`config.mk`:
```
export PLATFORM = sky130hd
export DESIGN_NAME = wav_pcm16_stream_extractor
export DESIGN_NICKNAME = d
export VERILOG_FILES = /design/src/hdl/wps_pkg.sv /design/src/hdl/wav_pcm16_stream_extractor.sv /design/src/hdl/wps_front.sv /design/src/hdl/wps_queue.sv
export SDC_FILE = /design/constraint.sdc
export NUM_CORES = 1
export LEC_CHECK = 0
export BUFFER_PORTS_ARGS = -buffer_cell sky130_fd_sc_hd__buf_2
export CORE_AREA = 2 2 91 181
export CTS_CLUSTER_DIAMETER = 40
export DETAILED_ROUTE_END_ITERATION = 6
export DIE_AREA = 0 0 93 183
export PLACE_DENSITY = 0.82
export SLEW_MARGIN = 30
export SYNTH_ARGS = -nofsm -noshare
export SYNTH_HDL_FRONTEND = slang
export SYNTH_HIERARCHICAL = 1
export SYNTH_SLANG_ARGS = --single-unit
```
`constraint.sdc`:
```
create_clock -name i_clk -period 8 [get_ports i_clk]
set_input_delay 0.4 -clock i_clk [delete_from_list [all_inputs] [get_ports i_clk]]
set_output_delay 0.4 -clock i_clk [all_outputs]
set_load 0.02 [all_outputs]
```
`src/hdl/wps_pkg.sv`:
```
`default_nettype none
package wps_pkg;

    localparam int QUEUE_DEPTH = 4;

    localparam logic [5:0] MIN_TOTAL_LEN = 6'd44;
    localparam logic [3:0] RIFF_HDR_LEN  = 4'd12;
    localparam logic [3:0] CHUNK_HDR_LEN = 4'd8;
    localparam logic [3:0] MAGIC_LEN     = 4'd4;
    localparam logic [3:0] WAVE_POS      = 4'd8;

    localparam logic [31:0] MAGIC_RIFF = 32'h4646_4952;
    localparam logic [31:0] MAGIC_WAVE = 32'h4556_4157;
    localparam logic [31:0] MAGIC_DATA = 32'h6174_6164;

    localparam logic [1:0] ST_OK         = 2'd0;
    localparam logic [1:0] ST_BAD_HEADER = 2'd1;
    localparam logic [1:0] ST_NO_DATA    = 2'd2;
    localparam logic [1:0] ST_NO_SAMPLES = 2'd3;

    typedef enum logic [2:0] {
        PH_RIFF = 3'd0,
        PH_CHDR = 3'd1,
        PH_SKIP = 3'd2,
        PH_DATA = 3'd3,
        PH_TAIL = 3'd4,
        PH_SINK = 3'd5
    } t_phase;

    typedef struct packed {
        logic [7:0] byte_in;
        logic       last_byte;
    } t_in;

    typedef struct packed {
        logic signed [15:0] sample;
        logic               sample_valid;
        logic               done_res;
        logic [1:0]         status;
    } t_out;

    function automatic logic [7:0] magic_byte(input logic [31:0] word, input logic [1:0] idx);
        magic_byte = word[{idx, 3'b000} +: 8];
    endfunction

endpackage
`default_nettype wire

```
`src/hdl/wav_pcm16_stream_extractor.sv`:
```
// A result word is queued when its byte is accepted and reaches o_out_data after older words.
// One byte per cycle while o_in_stall is low; counters and compares are combinational.
// A queue of QUEUE_DEPTH words lets the output side stall; o_in_stall rises only when it fills.
// Reset (synchronous, active low) clears the parser, the queue and raw_mode.
// A raw_mode write also restarts the buffer in progress.
`default_nettype none
module wav_pcm16_stream_extractor #(
    parameter int QUEUE_DEPTH = wps_pkg::QUEUE_DEPTH
) (
    input  wire logic          i_clk,
    input  wire logic          i_rst_n,
    input  wire logic          i_cfg_we,
    input  wire logic          i_cfg_wdata,
    input  wire logic          i_in_valid,
    input  wire wps_pkg::t_in  i_in_data,
    output logic               o_in_stall,
    output logic               o_out_valid,
    output wps_pkg::t_out      o_out_data,
    input  wire logic          i_out_stall
);

    logic          accept;
    logic          push;
    logic          full;
    wps_pkg::t_out word;

    assign o_in_stall = full;
    assign accept     = i_in_valid && !full;

    wps_front u_front (
        .i_clk       (i_clk),
        .i_rst_n     (i_rst_n),
        .i_cfg_we    (i_cfg_we),
        .i_cfg_wdata (i_cfg_wdata),
        .i_accept    (accept),
        .i_item      (i_in_data),
        .o_push      (push),
        .o_word      (word)
    );

    wps_queue #(
        .DEPTH (QUEUE_DEPTH)
    ) u_queue (
        .i_clk   (i_clk),
        .i_rst_n (i_rst_n),
        .i_push  (push),
        .i_word  (word),
        .o_full  (full),
        .o_valid (o_out_valid),
        .o_word  (o_out_data),
        .i_stall (i_out_stall)
    );

endmodule
`default_nettype wire

```
`src/hdl/wps_front.sv`:
```
`default_nettype none
module wps_front (
    input  wire logic          i_clk,
    input  wire logic          i_rst_n,
    input  wire logic          i_cfg_we,
    input  wire logic          i_cfg_wdata,
    input  wire logic          i_accept,
    input  wire wps_pkg::t_in  i_item,
    output logic               o_push,
    output wps_pkg::t_out      o_word
);

    logic            r_raw;
    wps_pkg::t_phase r_phase, n_phase;
    logic [3:0]      r_pos, n_pos;
    logic [5:0]      r_len, n_len;
    logic            r_hok, n_hok;
    logic            r_tag, n_tag;
    logic [31:0]     r_cl, n_cl;
    logic [32:0]     r_bl, n_bl;
    logic [7:0]      r_low, n_low;
    logic            r_have, n_have;
    logic            r_any, n_any;

    logic            got;
    logic [15:0]     smp;
    logic [1:0]      st;
    logic [7:0]      b;

    always_comb begin
        b       = i_item.byte_in;
        n_phase = r_phase;
        n_pos   = r_pos;
        n_hok   = r_hok;
        n_tag   = r_tag;
        n_cl    = r_cl;
        n_bl    = r_bl;
        n_low   = r_low;
        n_have  = r_have;
        n_any   = r_any;
        got     = 1'b0;
        smp     = 16'd0;
        st      = wps_pkg::ST_OK;
        n_len   = (r_len < wps_pkg::MIN_TOTAL_LEN) ? r_len + 6'd1 : r_len;

        if (r_raw || r_phase == wps_pkg::PH_DATA) begin
            if (!r_have) begin
                n_low  = b;
                n_have = 1'b1;
            end else begin
                smp    = {b, r_low};
                n_have = 1'b0;
                n_any  = 1'b1;
                got    = 1'b1;
            end
        end

        if (!r_raw) begin
            unique case (r_phase)
                wps_pkg::PH_RIFF: begin
                    if (r_pos < wps_pkg::MAGIC_LEN) begin
                        if (b != wps_pkg::magic_byte(wps_pkg::MAGIC_RIFF, r_pos[1:0]))
                            n_hok = 1'b0;
                    end else if (r_pos >= wps_pkg::WAVE_POS) begin
                        if (b != wps_pkg::magic_byte(wps_pkg::MAGIC_WAVE, r_pos[1:0]))
                            n_hok = 1'b0;
                    end
                    n_pos = r_pos + 4'd1;
                    if (n_pos >= wps_pkg::RIFF_HDR_LEN) begin
                        n_pos   = 4'd0;
                        n_tag   = 1'b1;
                        n_phase = n_hok ? wps_pkg::PH_CHDR : wps_pkg::PH_SINK;
                    end
                end
                wps_pkg::PH_CHDR: begin
                    if (r_pos < wps_pkg::MAGIC_LEN) begin
                        if (b != wps_pkg::magic_byte(wps_pkg::MAGIC_DATA, r_pos[1:0]))
                            n_tag = 1'b0;
                    end else begin
                        n_cl = {b, r_cl[31:8]};
                    end
                    n_pos = r_pos + 4'd1;
                    if (n_pos >= wps_pkg::CHUNK_HDR_LEN) begin
                        n_pos = 4'd0;
                        if (r_tag) begin
                            n_bl    = {1'b0, n_cl};
                            n_phase = (n_cl == 32'd0) ? wps_pkg::PH_TAIL : wps_pkg::PH_DATA;
                        end else begin
                            n_bl    = {1'b0, n_cl} + {32'd0, n_cl[0]};
                            n_tag   = 1'b1;
                            n_phase = (n_cl == 32'd0) ? wps_pkg::PH_CHDR : wps_pkg::PH_SKIP;
                        end
                    end
                end
                wps_pkg::PH_SKIP: begin
                    n_bl = r_bl - 33'd1;
                    if (r_bl == 33'd1) n_phase = wps_pkg::PH_CHDR;
                end
                wps_pkg::PH_DATA: begin
                    n_bl = r_bl - 33'd1;
                    if (r_bl == 33'd1) n_phase = wps_pkg::PH_TAIL;
                end
                default: begin
                end
            endcase
        end

        if (i_item.last_byte) begin
            if (r_raw) begin
                st = n_any ? wps_pkg::ST_OK : wps_pkg::ST_NO_SAMPLES;
            end else if (!n_hok || n_len < wps_pkg::MIN_TOTAL_LEN
                         || n_phase == wps_pkg::PH_RIFF || n_phase == wps_pkg::PH_SINK) begin
                st = wps_pkg::ST_BAD_HEADER;
            end else if (n_phase == wps_pkg::PH_DATA || n_phase == wps_pkg::PH_TAIL) begin
                st = n_any ? wps_pkg::ST_OK : wps_pkg::ST_NO_SAMPLES;
            end else begin
                st = wps_pkg::ST_NO_DATA;
            end
        end

        o_push              = i_accept && (got || i_item.last_byte);
        o_word.sample       = smp;
        o_word.sample_valid = got;
        o_word.done_res     = i_item.last_byte;
        o_word.status       = st;
    end

    always_ff @(posedge i_clk) begin
        if (!i_rst_n || i_cfg_we || (i_accept && i_item.last_byte)) begin
            r_phase <= wps_pkg::PH_RIFF;
            r_pos   <= 4'd0;
            r_len   <= 6'd0;
            r_hok   <= 1'b1;
            r_tag   <= 1'b1;
            r_cl    <= 32'd0;
            r_bl    <= 33'd0;
            r_low   <= 8'd0;
            r_have  <= 1'b0;
            r_any   <= 1'b0;
        end else if (i_accept) begin
            r_phase <= n_phase;
            r_pos   <= n_pos;
            r_len   <= n_len;
            r_hok   <= n_hok;
            r_tag   <= n_tag;
            r_cl    <= n_cl;
            r_bl    <= n_bl;
            r_low   <= n_low;
            r_have  <= n_have;
            r_any   <= n_any;
        end
    end

    always_ff @(posedge i_clk) begin
        if (!i_rst_n) begin
            r_raw <= 1'b0;
        end else if (i_cfg_we) begin
            r_raw <= i_cfg_wdata;
        end
    end

endmodule
`default_nettype wire

```
`src/hdl/wps_queue.sv`:
```
`default_nettype none
module wps_queue #(
    parameter int DEPTH = wps_pkg::QUEUE_DEPTH
) (
    input  wire logic          i_clk,
    input  wire logic          i_rst_n,
    input  wire logic          i_push,
    input  wire wps_pkg::t_out i_word,
    output logic               o_full,
    output logic               o_valid,
    output wps_pkg::t_out      o_word,
    input  wire logic          i_stall
);

    localparam int PW = (DEPTH > 1) ? $clog2(DEPTH) : 1;
    localparam int CW = $clog2(DEPTH + 1);
    localparam logic [PW-1:0] LAST_PTR = PW'(DEPTH - 1);
    localparam logic [CW-1:0] FULL_CNT = CW'(DEPTH);

    wps_pkg::t_out r_mem [DEPTH];
    logic [PW-1:0] r_wr_ptr, r_rd_ptr;
    logic [CW-1:0] r_count;
    logic          pop;

    assign o_full  = (r_count == FULL_CNT);
    assign o_valid = (r_count != '0);
    assign o_word  = r_mem[r_rd_ptr];
    assign pop     = o_valid && !i_stall;

    always_ff @(posedge i_clk) begin
        if (i_push) r_mem[r_wr_ptr] <= i_word;
    end

    always_ff @(posedge i_clk) begin
        if (!i_rst_n) begin
            r_wr_ptr <= '0;
            r_rd_ptr <= '0;
            r_count  <= '0;
        end else begin
            if (i_push) r_wr_ptr <= (r_wr_ptr == LAST_PTR) ? '0 : r_wr_ptr + PW'(1);
            if (pop)    r_rd_ptr <= (r_rd_ptr == LAST_PTR) ? '0 : r_rd_ptr + PW'(1);
            if (i_push && !pop)      r_count <= r_count + CW'(1);
            else if (!i_push && pop) r_count <= r_count - CW'(1);
        end
    end

endmodule
`default_nettype wire
```
==> reports/metrics.yaml <==
insertion_delay_ps: 440
cts-root-buf: "clkbuf_16"
cp-start-kind: "register"
fp-row-count: 65
r2r_end: "u_queue/r_mem[0][0]"
grt_use_met2_pct: 48.9
slew_headroom_pct: 36.2
syn_avg_cell_area_um2: 9.68
whs_ps: 225
cts.sinks: 180
drc_errors: 0
critical_path_class: "register to register"
skew_ps: 15.0
nets: 1051
cts_hold_buf: 0
slew_viol_final: 0
yosysWarnings: 6
wire_per_inst_um: 21.1
drtIter0Drc: 983
cts.repair.resized: 0
hold_start: "i_cfg_wdata"
worstPathBufferInverterCount: 0
port_buffers: 36
synthesis.nets: 1060
worstHoldEndpoint: "u_front/r_raw"
use_met1_pct: 41.4
reg2reg_from: "u_front/r_pos[3]"
ff2ff_path_depth: 12
core_area_mm2: 0.0156
synth_cell_types: 91
crit_fanout: 42
wirelength_mm: 26.1
h-tree-depth: 4
path_cells: "or2_4 -> mux2i_1 -> ha_1 -> nor4b_1 -> nand3_1 -> a2111oi_1 -> ha_1 -> o21ai_0 -> a31oi_1 -> o22ai_2 -> nor4bb_1 -> o31a_1"
crit_start: "u_front/r_pos[3]"
max_stage_delay_ps: 690
gr-usage-all-layers_pct: 31.3
status: "completed"
cts_tree: "yes"
ys.flop_type: "dfxtp_1"
cts.path.max_buffers: 2
start_util_pct: 63.8
gp_congestion: 0.920
p_per_area_mw_per_mm2: 207
ys_seq_elements: 180
ir_drop_mv: 0.156
fillers: 1173
p_leak_nw: 3.68
cts_inserted_buffers: 17
routed_via_density: 6.74
end_kind: "register"
synth_edf_count: 80
postCtsSetupRepairBufs: 0
cpMaxStageDelayCell: "dfxtp_2"
grt_overflow: 0
yosysSeqAreaShare_pct: 44.2
dieArea_mm2: 0.0170
holdPathStages: 3
required_ps: 8170
firstDrtPassIters: 6
cp_top_family: "compound AO/OA/AOI/OAI gates"
fin_crit_sh_pct: 57.4
setup_viol: 0
grt_antenna_before_repair: 0
area_growth_pct: 7.20
maxCapViolCount: 0
grt_first_pass_wirelength_mm: 41.8
rrSetupSlack_ps: 3410
grt_max_degree: 64
worst_pin_slew_ps: 953
syn-cell-area_mm2: 0.00996
arrival_ps: 4770
hp-class: "primary input to register"
num_io_pins: 37
synthCells: 1028
grt_pass1_vias: 7794
final.min_clock_period_ps: 4590
fin_setup_tns_ps: 0
die_height_um: 183
die_w_um: 93
rsz0062_at_grt: "no"
use_met3_pct: 6.20
ant_nets: 0
clock.fmax_mhz: 218
ys_async_sr_fraction_pct: 0
vias: 8319
critPathMostFrequentCell: "ha_1"
gr-max-usage-layer: "met2"
hold_violations: 0
dpl.hpwl_mm: 17.1
path_clk_slew_ps: 70
post_route_cells_drive_above_1_share_pct: 13.4
-- cell usage in the layout, fill, tap and decap left out, types with 5 or more instances in the layout --
cell type / synthesis / layout
and2_1: 13 / 10
edfxtp_1: 80 / 80
inv_1: 18 / 18
and3_1: 24 / 23
nor2b_1: 10 / 9
nand4b_1: 5 / 5
xnor2_1: 24 / 24
or3_1: 8 / 8
dfxtp_1: 100 / 97
nand2_1: 138 / 137
a22oi_1: 9 / 9
nor3_1: 31 / 31
nor2_1: 79 / 79
xor2_1: 19 / 19
a21oi_1: 77 / 77
mux2i_1: 40 / 40
ha_1: 16 / 16
a31oi_1: 8 / 8
nand3_1: 24 / 24
clkbuf_16: 0 / 17
nor4_1: 15 / 15
o22ai_1: 6 / 6
or2_2: 7 / 7
nor4b_1: 5 / 5
o211ai_1: 13 / 13
mux4_2: 20 / 20
nand4_1: 11 / 11
o31ai_1: 5 / 5
o21ai_0: 54 / 54
buf_2: 4 / 36
buf_4: 7 / 5
a211oi_1: 8 / 8
-- cell type report --
cell class,instances,area [µm²],area share (%)
multi-input cells,759,5090,47.7
repair buffers,43,256,2.40
diodes,2,5.00,0.0469
clock buffers,18,429,4.02
well taps,201,251,2.36
clock inverters,14,163,1.52
flip-flops and latches,180,4410,41.3
inverters,18,67.6,0.633
-- where the power goes --
part	switching (mW)	internal, mW	total (mW)
Combinational	0.227	0.149	0.376
Clock	0.398	0.421	0.819
Sequential	0.0323	0.986	1.02
Total	0.657	1.56	2.21
-- registers in the layout, indices dropped and copies added (netlist names), 2 cells and up, named ones only --
register          cells
u_front/r_phase       3
u_front/r_bl         33
u_front/r_pos         4
u_front/r_len         6
u_queue/r_rd_ptr      2
u_queue/r_wr_ptr      2
u_queue/r_mem        80
u_front/r_low         8
u_front/r_cl         32
u_queue/r_count       3
-- per-layer routing --
| layer | vias up | part of all wire (%) |
|---|---|---|
| li1 | 3767 | - |
| met1 | 3938 | 38 |
| met2 | 506 | 48 |
| met3 | 108 | 8.9 |
| met4 | 0 | 5.4 |
| met5 | - | 0 |
-- worst register-to-register path: cells and delay by family, from the launching register on --
kind / cells / cell delay, ps
mux: 1 / 430
compound gates: 5 / 1560
fa+ha+maj: 2 / 560
flops: 1 / 690
simple gates: 4 / 1110
-- worst max path at each step --
| stage | end | slack, ps | depth (start not counted) |
|---|---|---|---|
| 2_1_floorplan | u_queue/r_mem[0][0] | 3900 | 16 |
| 3_3_place_gp | u_queue/r_mem[0][0] | 3080 | 12 |
| 3_5_place_dp | u_queue/r_mem[2][0] | 2900 | 12 |
| 4_1_cts | u_queue/r_mem[3][0] | 2860 | 12 |
| 5_1_grt | u_queue/r_mem[1][1] | 3030 | 13 |
| 6_report | u_queue/r_mem[0][0] | 3410 | 12 |
-- cell usage after synthesis, drive strengths merged, types with 13 or more instances --
cell | number | area, µm²
nand2 | 138 | 518
dfxtp | 100 | 2000
edfxtp | 80 | 2400
nor2 | 80 | 308
a21oi | 77 | 385
o21ai | 58 | 290
clkbuf | 46 | 174
mux2i | 40 | 400
nor3 | 33 | 175
nand3 | 25 | 130
and3 | 24 | 150
buf | 24 | 226
xnor2 | 24 | 210
mux4 | 20 | 450
nor4 | 20 | 183
xor2 | 19 | 166
inv | 18 | 67.6
ha | 16 | 200
o211ai | 14 | 110
and2 | 13 | 81.3
-- cell families (layout without fill, tap and decap cells) --
family,Yosys count,in the layout,share of synthesized area [%]
AO/OA/AOI/OAI,222,222,14.2
adder cells (fa/ha/maj),17,17,2.21
buffers and inverters,89,93,4.79
other,0,2,0
XOR/XNOR,43,43,3.78
flip-flops,180,180,44.2
AND/OR/NAND/NOR,415,415,22.0
multiplexers,62,62,8.77
-- through the flow --
step                power (mW)  instances  area [µm²]  setup WS [ps]  utilization, %
floorplan                 1.31       1028        9960           3900               -
global placement          1.39       1199       10000           3080            64.2
detailed placement        1.41       1200       10000           2900            64.3
CTS                       2.22       1232       10600           2860            68.1
global route              2.29       1233       10700           3030            68.3
finish                    2.21       1235       10700           3410            68.3
(Power assumes the default switching activity.)
